### config.mk
export PLATFORM = sky130hd
export DESIGN_NAME = sorted_priority_job_queue
export DESIGN_NICKNAME = d
export VERILOG_FILES = /design/src/rtl/core/spjq_pkg.sv /design/src/rtl/core/spjq_ram.sv /design/src/rtl/core/sorted_priority_job_queue.sv
export SDC_FILE = /design/constraint.sdc
export NUM_CORES = 1
export LEC_CHECK = 0
export BUFFER_PORTS_ARGS = -buffer_cell sky130_fd_sc_hd__buf_4
export CORE_AREA = 3 3 258 184
export CTS_CLUSTER_SIZE = 24
export DETAILED_ROUTE_END_ITERATION = 12
export DIE_AREA = 0 0 261 187
export PLACE_DENSITY = 0.65
export SYNTH_ARGS = -nofsm -noshare
export SYNTH_HDL_FRONTEND = slang
export SYNTH_HIERARCHICAL = 1
export SYNTH_SLANG_ARGS = --single-unit
### constraint.sdc
create_clock -name clk -period 4.2 [get_ports clk]
set_input_delay 0.84 -clock clk [delete_from_list [all_inputs] [get_ports clk]]
set_output_delay 0.84 -clock clk [all_outputs]
set_load 0.02 [all_outputs]
### src/rtl/core/spjq_pkg.sv
package spjq_pkg;

  // Operation codes
  typedef enum logic [1:0] {
    OP_ADD    = 2'd0,
    OP_HEAD   = 2'd1,
    OP_REMOVE = 2'd2,
    OP_NOP    = 2'd3
  } op_e;

  // Result status codes
  typedef enum logic [1:0] {
    ST_OK        = 2'd0,
    ST_EMPTY     = 2'd1,
    ST_NOT_FOUND = 2'd2,
    ST_FULL      = 2'd3
  } status_e;

  // Sequencer states
  typedef enum logic [2:0] {
    S_IDLE,
    S_ADD_RD,
    S_ADD_CHK,
    S_ADD_PUT,
    S_CMP_RD,
    S_CMP_CHK
  } state_e;

  localparam int JOB_W = 16;
  localparam int PRIO_W = 8;
  localparam int CNT_OUT_W = 5;

  typedef struct packed {
    op_e               op;
    logic [JOB_W-1:0]  job_id;
    logic [PRIO_W-1:0] prio;
  } cmd_t;

  typedef struct packed {
    status_e              status;
    logic [JOB_W-1:0]     head_job;
    logic [PRIO_W-1:0]    head_prio;
    logic [CNT_OUT_W-1:0] removed_count;
    logic [CNT_OUT_W-1:0] occupancy;
  } result_t;

  // One queue entry as held in the RAM
  typedef struct packed {
    logic [JOB_W-1:0]  job;
    logic [PRIO_W-1:0] prio;
  } entry_t;

  localparam int ENTRY_W = $bits(entry_t);

endpackage

### src/rtl/core/spjq_ram.sv
module spjq_ram #(
  parameter int WIDTH = 24,
  parameter int DEPTH = 16
) (
  input  logic                     clk,
  input  logic                     we,
  input  logic [$clog2(DEPTH)-1:0] waddr,
  input  logic [WIDTH-1:0]         wdata,
  input  logic [$clog2(DEPTH)-1:0] raddr,
  output logic [WIDTH-1:0]         rdata
);

  logic [WIDTH-1:0] mem [DEPTH];

  // One write port, one registered read port
  always_ff @(posedge clk) begin
    if (we) begin
      mem[waddr] <= wdata;
    end
    rdata <= mem[raddr];
  end

endmodule

### src/rtl/core/sorted_priority_job_queue.sv
// Sorted priority job queue.
// Holds up to DEPTH jobs sorted by ascending priority; equal priorities keep
// arrival order. Entries live in a single-port-write, registered-read RAM and
// are walked by a small sequencer, one RAM read and one compare per step.
// Command channel: cmd is taken at a rising edge with start high and busy low.
// busy stays high while an operation walks the RAM.
// Result channel: result is valid for exactly one cycle with done high; there
// is no back-pressure, the receiver must take it in that cycle.
// Per command: add walks from the tail toward the head, shifting each entry
// of higher priority one place toward the tail, and stops on a lower or equal
// priority or at the head; remove head and remove by number walk every filled
// entry; full add, empty remove head and op 3 finish straight from idle.
// Each step takes a read state and a compare state because the RAM read data
// is registered before the compare. A new command may be sent in the cycle
// done is high. Reset empties the queue (fill count to zero); RAM contents
// are not cleared and entries beyond the fill count are never used.
module sorted_priority_job_queue #(
  parameter int DEPTH = 16
) (
  input  logic              clk,
  input  logic              rst,
  input  logic              start,
  output logic              busy,
  input  spjq_pkg::cmd_t    cmd,
  output logic              done,
  output spjq_pkg::result_t result
);
  import spjq_pkg::*;

  localparam int AW = (DEPTH > 1) ? $clog2(DEPTH) : 1;
  localparam int CW = $clog2(DEPTH + 1);

  state_e            state, state_next;
  cmd_t              cmd_q, cmd_q_next;
  logic [CW-1:0]     fill, fill_next;
  logic [CW-1:0]     pos, pos_next;
  logic [CW-1:0]     wr, wr_next;
  logic [CW-1:0]     removed, removed_next;
  entry_t            head, head_next;
  result_t           result_next;
  logic              done_next;

  logic              ram_we;
  logic [AW-1:0]     ram_waddr, ram_raddr;
  entry_t            ram_wdata, rd_entry;
  logic [ENTRY_W-1:0] ram_rdata;

  logic [CW-1:0]     pos_dec, pos_inc, fill_inc;
  logic              accept, skip;
  entry_t            new_entry;

  assign accept    = start && !busy;
  assign busy      = (state != S_IDLE);
  assign pos_dec   = pos - 1'b1;
  assign pos_inc   = pos + 1'b1;
  assign fill_inc  = fill + 1'b1;
  assign rd_entry  = entry_t'(ram_rdata);
  assign new_entry = '{job: cmd_q.job_id, prio: cmd_q.prio};

  // Entry dropped by the compaction walk
  assign skip = ((cmd_q.op == OP_HEAD) && (pos == '0)) ||
                ((cmd_q.op == OP_REMOVE) && (rd_entry.job == cmd_q.job_id));

  spjq_ram #(
    .WIDTH (ENTRY_W),
    .DEPTH (DEPTH)
  ) u_ram (
    .clk   (clk),
    .we    (ram_we),
    .waddr (ram_waddr),
    .wdata (ram_wdata),
    .raddr (ram_raddr),
    .rdata (ram_rdata)
  );

  // Control registers
  always_ff @(posedge clk) begin
    if (rst) begin
      state <= S_IDLE;
      fill  <= '0;
      done  <= 1'b0;
    end else begin
      state <= state_next;
      fill  <= fill_next;
      done  <= done_next;
    end
  end

  // Working and result registers
  always_ff @(posedge clk) begin
    cmd_q   <= cmd_q_next;
    pos     <= pos_next;
    wr      <= wr_next;
    removed <= removed_next;
    head    <= head_next;
    result  <= result_next;
  end

  // Sequencer
  always_comb begin
    state_next   = state;
    cmd_q_next   = cmd_q;
    fill_next    = fill;
    pos_next     = pos;
    wr_next      = wr;
    removed_next = removed;
    head_next    = head;
    result_next  = result;
    done_next    = 1'b0;
    ram_we       = 1'b0;
    ram_waddr    = pos[AW-1:0];
    ram_wdata    = rd_entry;
    ram_raddr    = pos_dec[AW-1:0];

    case (state)
      S_IDLE: begin
        if (accept) begin
          cmd_q_next   = cmd;
          pos_next     = '0;
          wr_next      = '0;
          removed_next = '0;
          head_next    = '0;
          result_next  = '{status: ST_OK, head_job: '0, head_prio: '0,
                            removed_count: '0, occupancy: CNT_OUT_W'(fill)};
          case (cmd.op)
            OP_ADD: begin
              if (fill == CW'(DEPTH)) begin
                result_next.status = ST_FULL;
                done_next          = 1'b1;
              end else if (fill == '0) begin
                pos_next   = '0;
                state_next = S_ADD_PUT;
              end else begin
                pos_next   = fill;
                state_next = S_ADD_RD;
              end
            end
            OP_HEAD: begin
              if (fill == '0) begin
                result_next.status = ST_EMPTY;
                done_next          = 1'b1;
              end else begin
                state_next = S_CMP_RD;
              end
            end
            OP_REMOVE: begin
              state_next = S_CMP_RD;
            end
            default: begin
              done_next = 1'b1;
            end
          endcase
        end
      end

      // Insertion walk from the tail toward the head
      S_ADD_RD: begin
        ram_raddr  = pos_dec[AW-1:0];
        state_next = S_ADD_CHK;
      end

      S_ADD_CHK: begin
        ram_we    = 1'b1;
        ram_waddr = pos[AW-1:0];
        if (rd_entry.prio > cmd_q.prio) begin
          ram_wdata  = rd_entry;
          pos_next   = pos_dec;
          state_next = (pos_dec == '0) ? S_ADD_PUT : S_ADD_RD;
        end else begin
          ram_wdata   = new_entry;
          fill_next   = fill_inc;
          result_next.occupancy = CNT_OUT_W'(fill_inc);
          done_next   = 1'b1;
          state_next  = S_IDLE;
        end
      end

      S_ADD_PUT: begin
        ram_we      = 1'b1;
        ram_waddr   = pos[AW-1:0];
        ram_wdata   = new_entry;
        fill_next   = fill_inc;
        result_next.occupancy = CNT_OUT_W'(fill_inc);
        done_next   = 1'b1;
        state_next  = S_IDLE;
      end

      // Compaction walk from the head toward the tail
      S_CMP_RD: begin
        ram_raddr = pos[AW-1:0];
        if (pos == fill) begin
          fill_next = wr;
          result_next.occupancy     = CNT_OUT_W'(wr);
          result_next.removed_count = CNT_OUT_W'(removed);
          result_next.head_job      = head.job;
          result_next.head_prio     = head.prio;
          if ((cmd_q.op == OP_REMOVE) && (removed == '0)) begin
            result_next.status = ST_NOT_FOUND;
          end
          done_next  = 1'b1;
          state_next = S_IDLE;
        end else begin
          state_next = S_CMP_CHK;
        end
      end

      S_CMP_CHK: begin
        ram_waddr = wr[AW-1:0];
        ram_wdata = rd_entry;
        if ((cmd_q.op == OP_HEAD) && (pos == '0)) begin
          head_next = rd_entry;
        end
        if (skip) begin
          removed_next = removed + 1'b1;
        end else begin
          ram_we  = 1'b1;
          wr_next = wr + 1'b1;
        end
        pos_next   = pos_inc;
        state_next = S_CMP_RD;
      end

      default: begin
        state_next = S_IDLE;
      end
    endcase
  end

  // Checks
  a_fill_bound: assert property (@(posedge clk) disable iff (rst)
    fill <= CW'(DEPTH))
    else $error("fill count above depth");

  a_done_source: assert property (@(posedge clk) disable iff (rst)
    done |-> ($past(start && !busy) || $past(busy)))
    else $error("result without a command in flight");

  a_full_drop: assert property (@(posedge clk) disable iff (rst)
    (done && (result.status == ST_FULL)) |-> (fill == CW'(DEPTH)))
    else $error("add dropped while queue not full");

  a_compact_order: assert property (@(posedge clk) disable iff (rst)
    (state == S_CMP_CHK) |-> ((wr <= pos) && (pos < fill)))
    else $error("compaction write pointer passed read pointer");

  a_add_grow: assert property (@(posedge clk) disable iff (rst)
    ((state == S_ADD_PUT) || ((state == S_ADD_CHK) && !(rd_entry.prio > cmd_q.prio)))
    |=> (fill == $past(fill_inc)))
    else $error("insertion did not grow the queue by one");

endmodule
* Word level (Yosys, flattened, before mapping)
Memories as Yosys holds them, arrays and structs flattened. A register that Yosys moved wholly into a read port is not among the register bits. Index checks and enable logic that the tools add are counted.
Cells by class: $lt $le $gt $ge 1, add/sub/neg operators 5, eq/ne operators 23, multiplexer cells 49, reduce and logical (&&, ||, !) cells 29
Operators by type and width (count):
- 24-bit case mux with 2 select lines | 2
- 24-bit two-way mux | 3
- 36-bit two-way mux | 2
- 31-bit case mux with 2 select lines | 1
- 5-bit two-way mux | 10
- 5-bit case mux with 3 select lines | 2
- 5-bit by 1-bit adder with 5-bit output, second input constant | 4
- 5-bit logical NOT | 4
- 5-bit case mux with 2 select lines | 2
- 5-bit case mux with 4 select lines | 1
- 3-bit AND reduction | 6
- 16-bit == test | 1
- 2-bit inequality test, second input constant | 8
- 3-bit case mux with 5 select lines | 1
- 3-bit two-way mux | 4
- 4-bit AND reduction | 3
- 2-bit two-way mux | 5
- 1-bit two-way mux | 9
- 3-bit case mux with 3 select lines | 1
- 3-bit nonzero test | 3
- 8-bit greater-than comparator | 1
- 4-bit two-way mux | 2
- 3-bit by 2-bit == test with 1-bit output, second input constant | 2
- 3-bit == test, second input constant | 2
- 21 further kinds | 28
Word-level totals: output and inout port bits 38, flip-flop bits (word level) 110, memories 1, input port bits 29, bits in writable memories 384, word-level logic and storage cells 124
Memories:
- u_ram.mem | words 16, width 24, read ports 1, clocked after memory_dff 1, wr ports 1, RTL line spjq_ram.sv:13 | logic [WIDTH-1:0] mem [DEPTH];

* Longest topological paths before layout
depth after elaboration 7, gate-level depth with buffers 13, gate-level depth less buffers 9

* Modules after synthesis
Netlist, hierarchy kept.
Modules (own cells, without submodules):
- spjq_ram | seq. area each 12011.5 um2, times used 1, area each 14930.6 um2, cells an instance 636
- sorted_priority_job_queue | seq. area each 3213.1 um2, times used 1, area each 5740.5 um2, cells an instance 477

* Least setup slack after synthesis
OpenSTA, ideal clock, no wires.
kind reg2reg, from register state[0], to memory u_ram.mem[0][0], enable pin, required time 3.765 ns, library setup time 0.435 ns, path buffers 3, clock period less this slack 4.033 ns, slack 0.167 ns, cell stages (with the launch flop) 10, arrival time 3.598 ns, cell sequence dfxtp_1 > buf_4 > nand2_1 > nor2_1 > clkbuf_1 > clkbuf_1 > nand2_1 > nand2_1 > or3b_2 > nor3_1
On the way: word-level cells in the longest chain between the ends 5, elaborated cells on any way between the ends 8, classes of those cells eq/ne (3); mux (4); reduce/logical (1)
RTL lines:
- start, declared | RTL line sorted_priority_job_queue.sv:33 | state_e state, state_next;
- start signal, assigned | RTL line sorted_priority_job_queue.sv:83 | state <= state_next;
- 3-bit by 2-bit == test with 1-bit output | RTL line sorted_priority_job_queue.sv:115 | case (state)
- 2-bit OR reduction (no source line)
- 1-bit case mux with 2 select lines * | RTL line sorted_priority_job_queue.sv:115
- net ram_we | RTL line sorted_priority_job_queue.sv:43 | logic ram_we;
- 1-bit two-way mux * | RTL line spjq_ram.sv:17 | if (we) begin
- 1-bit two-way mux (implied by the code) * | RTL line spjq_ram.sv:18 | mem[waddr] <= wdata;
- end, declared | RTL line spjq_ram.sv:13
The timed path passes the listed nets; every way through them passes the cells marked *.

* Worst setup path in the final report
from register state[1], to memory u_ram.mem[15][12], enable pin
On the way: elaborated cells on any way between the ends 8, classes of those cells eq/ne (3); mux (4); reduce/logical (1)
RTL lines:
- 3-bit == test | RTL line sorted_priority_job_queue.sv:115
- 4-bit two-way mux | RTL line sorted_priority_job_queue.sv:115
- net ram_waddr[1] | RTL line sorted_priority_job_queue.sv:44 | logic [AW-1:0] ram_waddr, ram_raddr;
The timed path passes the listed nets, and every way through them passes these cells.

==> impl_metrics.json <==
{
  "status": "finished clean",
  "tritoncts": "done",
  "max_freq_mhz": 295,
  "grtUsageTotal": 0.186,
  "drtIter0Drc": 1092,
  "avgSynthCellArea_um2": 18.6,
  "worst-slew-pin-transition_ns": 1.06,
  "synthArstFlopShare": 0,
  "min_period_ns": 3.39,
  "synth_edf_count": 485,
  "dp_slack_ns": 0.885,
  "synth_largest_area_cell": "edfxtp_1",
  "ctsHoldBuffers": 0,
  "multiInputGateArea_um2": 5160,
  "grt_first_pass_wirelength_mm": 67.9,
  "nets": 1262,
  "ys_seq_area_frac": 0.737,
  "p_int_mw": 11.4,
  "clock_power_share": 0.248,
  "cts_inserted_buffers": 47,
  "setup_ws_ns": 0.809,
  "required_ns": 4.43,
  "coreArea_um2": 45000,
  "p_sw_mw": 5.57,
  "postCtsSetupBuffers": 0,
  "syn_inst": 1113,
  "grt_overflow": 0,
  "ys_top_cells_by_count": "edfxtp_1, mux4_2, nand2_1, and2_1, a22oi_1",
  "nFillCells": 3519,
  "netSwitchingFraction": 0.327,
  "crit_type": "reg2reg",
  "syn_area_um2": 20700,
  "power.density_nw_per_um2": 721,
  "syn-num-nets": 1163,
  "dr.pass1.iters": 5,
  "diodes": 0,
  "synth_most_common_cell": "edfxtp_1",
  "fin_tns_setup_ns": 0,
  "hold_viol": 0,
  "arrival_ns": 3.62,
  "portBuffers": 66,
  "drv_cap": 0,
  "netlist_top_cells_area": "edfxtp_1, mux4_2, dfxtp_1",
  "hold_ws_ns": 0.424,
  "rows": 65,
  "crit_path_start_kind": "flop",
  "period_share": 0.807,
  "post-route-drc-count": 0,
  "syn_to_final_growth_pct": 14.2,
  "routed_via_density": 5.70,
  "grt_pass1_vias": 10603,
  "clock_sinks": 518,
  "slew_headroom": 0.294,
  "antenna_found_initial": 0,
  "cts.path.max_buffers": 3,
  "io_pins": 67,
  "ys_ff_latch": 518,
  "p_leak_nw": 7.94,
  "hpwl_mm": 28.2,
  "wl_mm": 44.9,
  "clk_pin_slew_worst_paths_ns": 0.06,
  "root_buffer": "clkbuf_16",
  "synth_cell_type_count": 57,
  "synth_top_area_share": 0.705,
  "seqPwrFrac": 0.430,
  "chipHeight_um": 187,
  "initial_core_util": 0.460,
  "hold_class": "in2reg",
  "clk_latency_ns": 0.59,
  "cp-end-kind": "flop",
  "wl_per_cell_um": 24.2,
  "crit_fanout": 21,
  "skew_ns": 0.0368,
  "p_comb_frac": 0.322,
  "cts_max_level": 2,
  "layout.area.seq_um2": 15200,
  "yosysWarnings": 6,
  "ir_worst_vdd_v": 0.000612,
  "die_w_um": 261,
  "cts_resized": 0,
  "grt_max_degree": 76,
  "setup_viol": 0,
  "place.gp.congestion": 0.830,
  "rsz0062_at_grt": "false",
  "vias": 10557,
  "die-area_um2": 48800,
  "finalMaxSlewViolations": 0,
  "drive_above_1_share": 0.260,
  "postRouteAntennaNets": 0,
  "synthFlopType": "edfxtp_1"
}
-- registers in the layout, summed over array words and instances (netlist names) --
name	count
u_ram/mem	384
fill	5
u_ram/rdata	24
pos	5
head	24
result	36
state	3
wr	5
cmd_q	26
removed	5
done	1
-- cell type report --
cell class                 count  share of cell area
timing repair buffer         108              0.0375
inverter                      20             0.00318
tap                          603              0.0320
clock inverter                25              0.0113
sequential                   518               0.645
clock buffer                  60              0.0523
multi-input combinational    517               0.219
-- power by group through the flow --
stage | Clock [mW] | Combinational (mW) | Sequential (mW)
after floorplan | 0 | 3.71 | 7.32
after global placement | 0 | 5.44 | 7.42
after detailed placement | 0 | 5.51 | 7.42
after CTS | 4.29 | 5.51 | 7.32
after global routing | 4.51 | 5.94 | 7.37
final | 4.22 | 5.49 | 7.32
-- cell families (layout without fill, tap and decap cells) --
kind of cell             after synthesis  in the layout  synth area share
AO/OA/AOI/OAI                        118            118            0.0409
XOR/XNOR                              34             34            0.0144
adder cells (fa/ha/maj)               21             21            0.0127
buffers and inverters                 78            213            0.0178
flip-flops                           518            518             0.737
multiplexers                         120            120             0.121
AND/OR/NAND/NOR                      224            224            0.0569
-- metrics by stage --
| stage | std cells | cell area, µm² | util | total power, mW |
|---|---|---|---|---|
| after floorplan | 1113 | 20700 | - | 11.0 |
| after global placement | 1766 | 22100 | 0.491 | 12.9 |
| after detailed placement | 1766 | 22100 | 0.491 | 12.9 |
| after CTS | 1851 | 23600 | 0.525 | 17.1 |
| after global routing | 1851 | 23600 | 0.525 | 17.8 |
| final | 1851 | 23600 | 0.525 | 17.0 |
-- worst paths after layout --
check,startpoint,to,slack [ns],cells after the start
setup / recovery,state[1],u_ram/mem[15][12],0.81,5
setup reg to reg,state[1],u_ram/mem[15][12],0.81,5
hold reg to reg,head[4],result[14],0.52,1
hold / removal,cmd[20],cmd_q[20],0.42,1
-- critical path, stage by stage (launching register included) --
cell and delay (ns):
dfxtp_1 0.76, nor2_2 0.16, o21ai_0 0.81, nand2_1 0.33, nor2_2 0.54, buf_4 0.43
-- layout by cell type, fill, tap and decap left out, types with 4 or more instances in the layout --
cell       instances
dfxtp_1           33
o21ai_0           17
xnor2_1           23
nand4_1            6
a22oi_1           49
clkinv_2           7
mux2_4            17
bufinv_16          4
buf_4            102
edfxtp_1         485
nand2b_1           7
mux2_2             7
clkinv_1           8
and2_1            54
nor3_2             4
nor2_1            31
mux4_2            96
inv_1             20
nand2_1           55
ha_1              21
xor2_1            10
buf_12             6
clkbuf_1          12
nor3_1            10
nand3b_1           4
a21oi_1           19
nor2_2            14
nor2b_1            5
a21o_1             4
clkbuf_16         47
nand3_1           15
-- metal layers --
layer,vias to the layer above,wire length [µm],track usage
li1,4606,-,-
met4,0,821,0.0413
met3,66,3640,0.0399
met1,5468,20000,0.282
met5,-,0,0
met2,417,20400,0.278
No activity file was read; power rests on OpenSTA's default activity.
